## src/hdl/pfa_pkg.sv

```systemverilog
// pfa_pkg: shared codes and types for the texel-to-ARGB8888 converter.
// No dependencies; imported by pfa_unpack, pixel_format_to_argb8888_top and the bench.
package pfa_pkg;

	// source format codes
	localparam logic [4:0] FMT_R8G8B8        = 5'd0;
	localparam logic [4:0] FMT_A8R8G8B8      = 5'd1;
	localparam logic [4:0] FMT_X8R8G8B8      = 5'd2;
	localparam logic [4:0] FMT_R3G3B2        = 5'd3;
	localparam logic [4:0] FMT_A8            = 5'd4;
	localparam logic [4:0] FMT_A8R3G3B2      = 5'd5;
	localparam logic [4:0] FMT_A2B10G10R10   = 5'd6;
	localparam logic [4:0] FMT_A8B8G8R8      = 5'd7;
	localparam logic [4:0] FMT_X8B8G8R8      = 5'd8;
	localparam logic [4:0] FMT_G16R16        = 5'd9;
	localparam logic [4:0] FMT_A2R10G10B10   = 5'd10;
	localparam logic [4:0] FMT_A16B16G16R16  = 5'd11;
	localparam logic [4:0] FMT_A8L8          = 5'd12;
	localparam logic [4:0] FMT_A8P8          = 5'd13;
	localparam logic [4:0] FMT_L8            = 5'd14;
	localparam logic [4:0] FMT_P8            = 5'd15;
	localparam logic [4:0] FMT_L16           = 5'd16;
	localparam logic [4:0] FMT_A4L4          = 5'd17;

	localparam logic [4:0] FMT_RESET = FMT_A8R8G8B8;

	// input item kinds (tuser)
	localparam logic ACT_PAL_WRITE = 1'b0;
	localparam logic ACT_CONVERT   = 1'b1;

	// configuration register indexes
	localparam logic CFG_FORMAT      = 1'b0;
	localparam logic CFG_USE_PALETTE = 1'b1;

	localparam logic [7:0] ALPHA_OPAQUE = 8'hFF;

	// palette lookup control handed from the unpack stage to the merge stage
	typedef struct packed {
		logic       use_ram;   // result comes from the palette store
		logic       alpha_b1;  // replace looked-up alpha by texel byte 1
		logic [7:0] alpha;     // texel byte 1
	} pfa_lookup_t;

endpackage

```

## src/hdl/pfa_unpack.sv

```systemverilog
// pfa_unpack: format decode of one raw texel into ARGB8888 (combinational).
// Depends on pfa_pkg. Paletted formats only flag the lookup here.
module pfa_unpack (
	input  logic [4:0]          fmt,
	input  logic                use_palette,
	input  logic [63:0]         pixel_word,
	output logic [31:0]         color,
	output pfa_pkg::pfa_lookup_t lookup
);
	import pfa_pkg::*;

	logic [31:0] lo;
	logic [7:0]  b0, b1;
	logic [7:0]  a2;
	logic [7:0]  r332, g332, b332;
	logic [7:0]  a4, l4;
	logic [31:0] grey0;
	logic        is_pal;

	assign lo = pixel_word[31:0];
	assign b0 = pixel_word[7:0];
	assign b1 = pixel_word[15:8];
	assign a2 = {4{lo[31:30]}};
	// 3:3:2 widened by bit replication
	assign r332 = {b0[7:5], b0[7:5], b0[7:6]};
	assign g332 = {b0[4:2], b0[4:2], b0[4:3]};
	assign b332 = {4{b0[1:0]}};
	assign a4 = {2{b0[7:4]}};
	assign l4 = {2{b0[3:0]}};
	assign grey0 = {ALPHA_OPAQUE, b0, b0, b0};

	assign is_pal = (fmt == FMT_P8) || (fmt == FMT_A8P8);
	assign lookup.use_ram  = is_pal && use_palette;
	assign lookup.alpha_b1 = (fmt == FMT_A8P8);
	assign lookup.alpha    = b1;

	always_comb begin
		unique case (fmt)
			FMT_R8G8B8, FMT_X8R8G8B8: color = {ALPHA_OPAQUE, lo[23:0]};
			FMT_A8R8G8B8:     color = lo;
			FMT_R3G3B2:       color = {ALPHA_OPAQUE, r332, g332, b332};
			FMT_A8:           color = {b0, 24'hFF_FFFF};
			FMT_A8R3G3B2:     color = {b1, r332, g332, b332};
			FMT_A2B10G10R10:  color = {a2, lo[9:2], lo[19:12], lo[29:22]};
			FMT_A8B8G8R8:     color = {lo[31:24], lo[7:0], lo[15:8], lo[23:16]};
			FMT_X8B8G8R8:     color = {ALPHA_OPAQUE, lo[7:0], lo[15:8], lo[23:16]};
			FMT_G16R16:       color = {ALPHA_OPAQUE, lo[15:8], lo[31:24], 8'h00};
			FMT_A2R10G10B10:  color = {a2, lo[29:22], lo[19:12], lo[9:2]};
			FMT_A16B16G16R16: color = {pixel_word[63:56], b1, pixel_word[31:24],
			                           pixel_word[47:40]};
			FMT_A8L8, FMT_A8P8: color = {b1, b0, b0, b0};
			FMT_L8, FMT_P8:   color = grey0;
			FMT_L16:          color = {ALPHA_OPAQUE, b1, b1, b1};
			FMT_A4L4:         color = {a4, l4, l4, l4};
			default:          color = 32'h0;
		endcase
	end

endmodule

```

## config.mk

```make
export PLATFORM = sky130hd
export DESIGN_NAME = pfa_unpack
export DESIGN_NICKNAME = d
export VERILOG_FILES = /design/src/hdl/pfa_pkg.sv /design/src/hdl/pfa_unpack.sv
export SDC_FILE = /design/constraint.sdc
export NUM_CORES = 1
export LEC_CHECK = 0
export BUFFER_PORTS_ARGS = -buffer_cell sky130_fd_sc_hd__buf_2
export CORE_MARGIN = 5
export CORE_UTILIZATION = 30
export DETAILED_ROUTE_END_ITERATION = 8
export GPL_ROUTABILITY_DRIVEN = 1
export SETUP_SLACK_MARGIN = 0.05
export SLEW_MARGIN = 15
export SYNTH_ARGS = -nofsm -noshare
export SYNTH_HDL_FRONTEND = slang
export SYNTH_SLANG_ARGS = --single-unit
```

## constraint.sdc

```tcl
create_clock -name vclk -period 2.99
set_input_delay 0.598 -clock vclk [all_inputs]
set_output_delay 0.598 -clock vclk [all_outputs]
set_load 0.01 [all_outputs]
```

==> flow_summary.toml <==
[status]
status = "finished, final reports clean"

[global_route]
grt_antenna_before_repair = 0
first_global_vias = 2564
grt_max_degree = 17
grt_use_total_pct = 20.9
overflow = 0
grt_first_pass_wirelength_um = 12900

[synth]
netlist.area_leader.share_pct = 5.89
ys_types = 65
syn-instance-count = 257
syn_nets = 327
synth_common_cells = "nand2_1 (23), nand3_1 (15), a22oi_1 (14), nand4_1 (14)"
synth.most_common_cell = "nand2_1"
seq_area_frac_synth_pct = 0
ys_warn_count = 0
synth_area_per_cell_um2 = 6.95
yosysTopAreaCell = "a22oi_1"
synth_area_leaders = "a22oi_1 (5.9%), nand4_1 (4.9%), nand2_1 (4.8%)"
syn-cell-area_mm2 = 0.00179

[power_and_ir_drop]
p_clk_share_pct = 0
seq_power_share_pct = 0
p_per_area_mw_per_mm2 = 158
leakage_uw = 0.00112
p_comb_share_pct = 100.0
sw_frac_of_total_pct = 58.9
peakVddDrop_v = 0.0000748
internal_power_uw = 153
switchingPower_uw = 220

[final_layout]
ff_latch_area_um2 = 0
diodes = 0
clock_buffers = 0
nFlopsAndLatches = 0
layout-drive-gt1-share_pct = 41.4
fin_nets = 417
syn2layout_area_growth_pct = 32.3

[sta]
hold_slack_ps = 1470
drv_slew = 0
period_needed_ps = 2870
fin_setup_tns_ps = 0
worst_pin_slew_ps = 589
max_freq_mhz = 349
fin_crit_sh_pct = 96.0
finalSetupViolations = 0
rsz0062_at_grt = "yes"
slew_headroom_pct = 60.4
hold_violations = 0

[floorplanning]
initial_core_util_pct = 30.5
core.rowCount = 28
dieArea_mm2 = 0.00759
core_mm2 = 0.00585
die_h_um = 87.1
fp.dieW_um = 87.1
ios = 112

[setup_path]
worstPathRequired_ps = 2390
crit_arrival_ps = 2270
critPathCaptureType = "output pin"
crit_end = "color[13]"
path_class = "input pin to output pin"
path_max_fanout = 16
cp-startpoint = "fmt[0]"
start_kind = "input pin"

[worst_hold_path]
hold_start = "pixel_word[11]"
min_path_type = "input pin to output pin"

[detailed_routing]
ant_nets = 0
drc = 0
drt_pass1_iterations = 6
routedWlPerCell_um = 20.0
first_iter_violations = 359
wirelength_um = 8390
avgViaCountPerCell = 6.31
vias = 2652

[placement]
port_buffers = 96
hpwl_um = 6510
place.gp.congestion = 1.00

[flow_run]
drv_cap = 0
[worst min-delay path by stage]
stage,to,slack [ps],cells past startpoint
2_1_floorplan,lookup[0],1290,1
3_5_place_dp,lookup[5],1470,2
6_report,lookup[3],1470,2
4_1_cts,lookup[5],1480,2
3_3_place_gp,lookup[2],1470,2
5_1_grt,lookup[2],1480,2
[through the flow]
stage / utilization [%] / worst slack [ps] / instances / power, µW / area, µm²
detailed placement: 39.9 / 149 / 420 / 365 / 2340
global route: 40.4 / 41.4 / 420 / 404 / 2360
floorplan: - / 522 / 257 / 210 / 1790
finish: 40.4 / 121 / 420 / 373 / 2360
global placement: 39.9 / 150 / 420 / 363 / 2340
CTS: 39.9 / 141 / 420 / 366 / 2340
[layer usage]
| metal | wire [µm] | vias up | share of wire, % | track usage (%) |
|---|---|---|---|---|
| met5 | 0 | - | 0 | 0 |
| met4 | 161 | 0 | 1.9 | 5.44 |
| met3 | 928 | 22 | 11 | 2.18 |
| met2 | 3820 | 177 | 46 | 34.2 |
| met1 | 3480 | 1246 | 41 | 29.1 |
| li1 | - | 1207 | - | - |
[what timing repair did]
item                                   in CTS  in global routing
hold buffers                                0                  0
endpoints found under the hold margin       0                  0
setup endpoints to repair                   0                  8
buffers inserted                            0                  0
resized for setup                           0                  4
[layout by cell type, fill, tap and decap left out, types with 2 or more instances in the layout]
cell type / instances
a2111oi_0: 4
a211o_1: 4
a211oi_1: 3
a21oi_1: 11
a21oi_4: 2
a221oi_1: 9
a222oi_1: 7
a22o_1: 3
a22oi_1: 14
a32o_1: 5
a32oi_1: 4
and2_1: 2
and3_1: 9
buf_2: 96
buf_4: 26
inv_1: 11
mux2_2: 3
mux2i_1: 7
nand2_1: 23
nand2b_1: 3
nand3_1: 15
nand3b_1: 2
nand4_1: 14
nor2_1: 6
nor2b_1: 4
nor3_1: 8
nor4_1: 2
nor4bb_2: 2
o211ai_1: 3
o21ai_0: 8
o22ai_1: 3
[area by class of cell]
| class | instances | area (µm²) |
|---|---|---|
| fill | 636 | 3490 |
| tap | 75 | 93.8 |
| multi-input combinational | 211 | 1550 |
| inverter | 12 | 45.0 |
| timing repair buffer | 122 | 676 |
[power by group through the flow]
stage                     registers (µW)  clock network, µW  logic (µW)
after floorplan                        0                  0         210
after global routing                   0                  0         404
after detailed placement               0                  0         365
final                                  0                  0         373
after CTS                              0                  0         366
after global placement                 0                  0         363
[kinds of logic after synthesis]
logic type	share of synthesized area, %
simple gates	34.3
compound gates	43.4
buf+inv	15.1
mux	5.82
xor+xnor	1.40
[critical path: stages]
cell and delay [ps]:
buf_2 240, buf_4 290, nand3b_1 210, a221oi_1 540, a21oi_1 120, nand4_1 120
buf_2 140
Note: power is estimated with default switching activity, not from simulation.
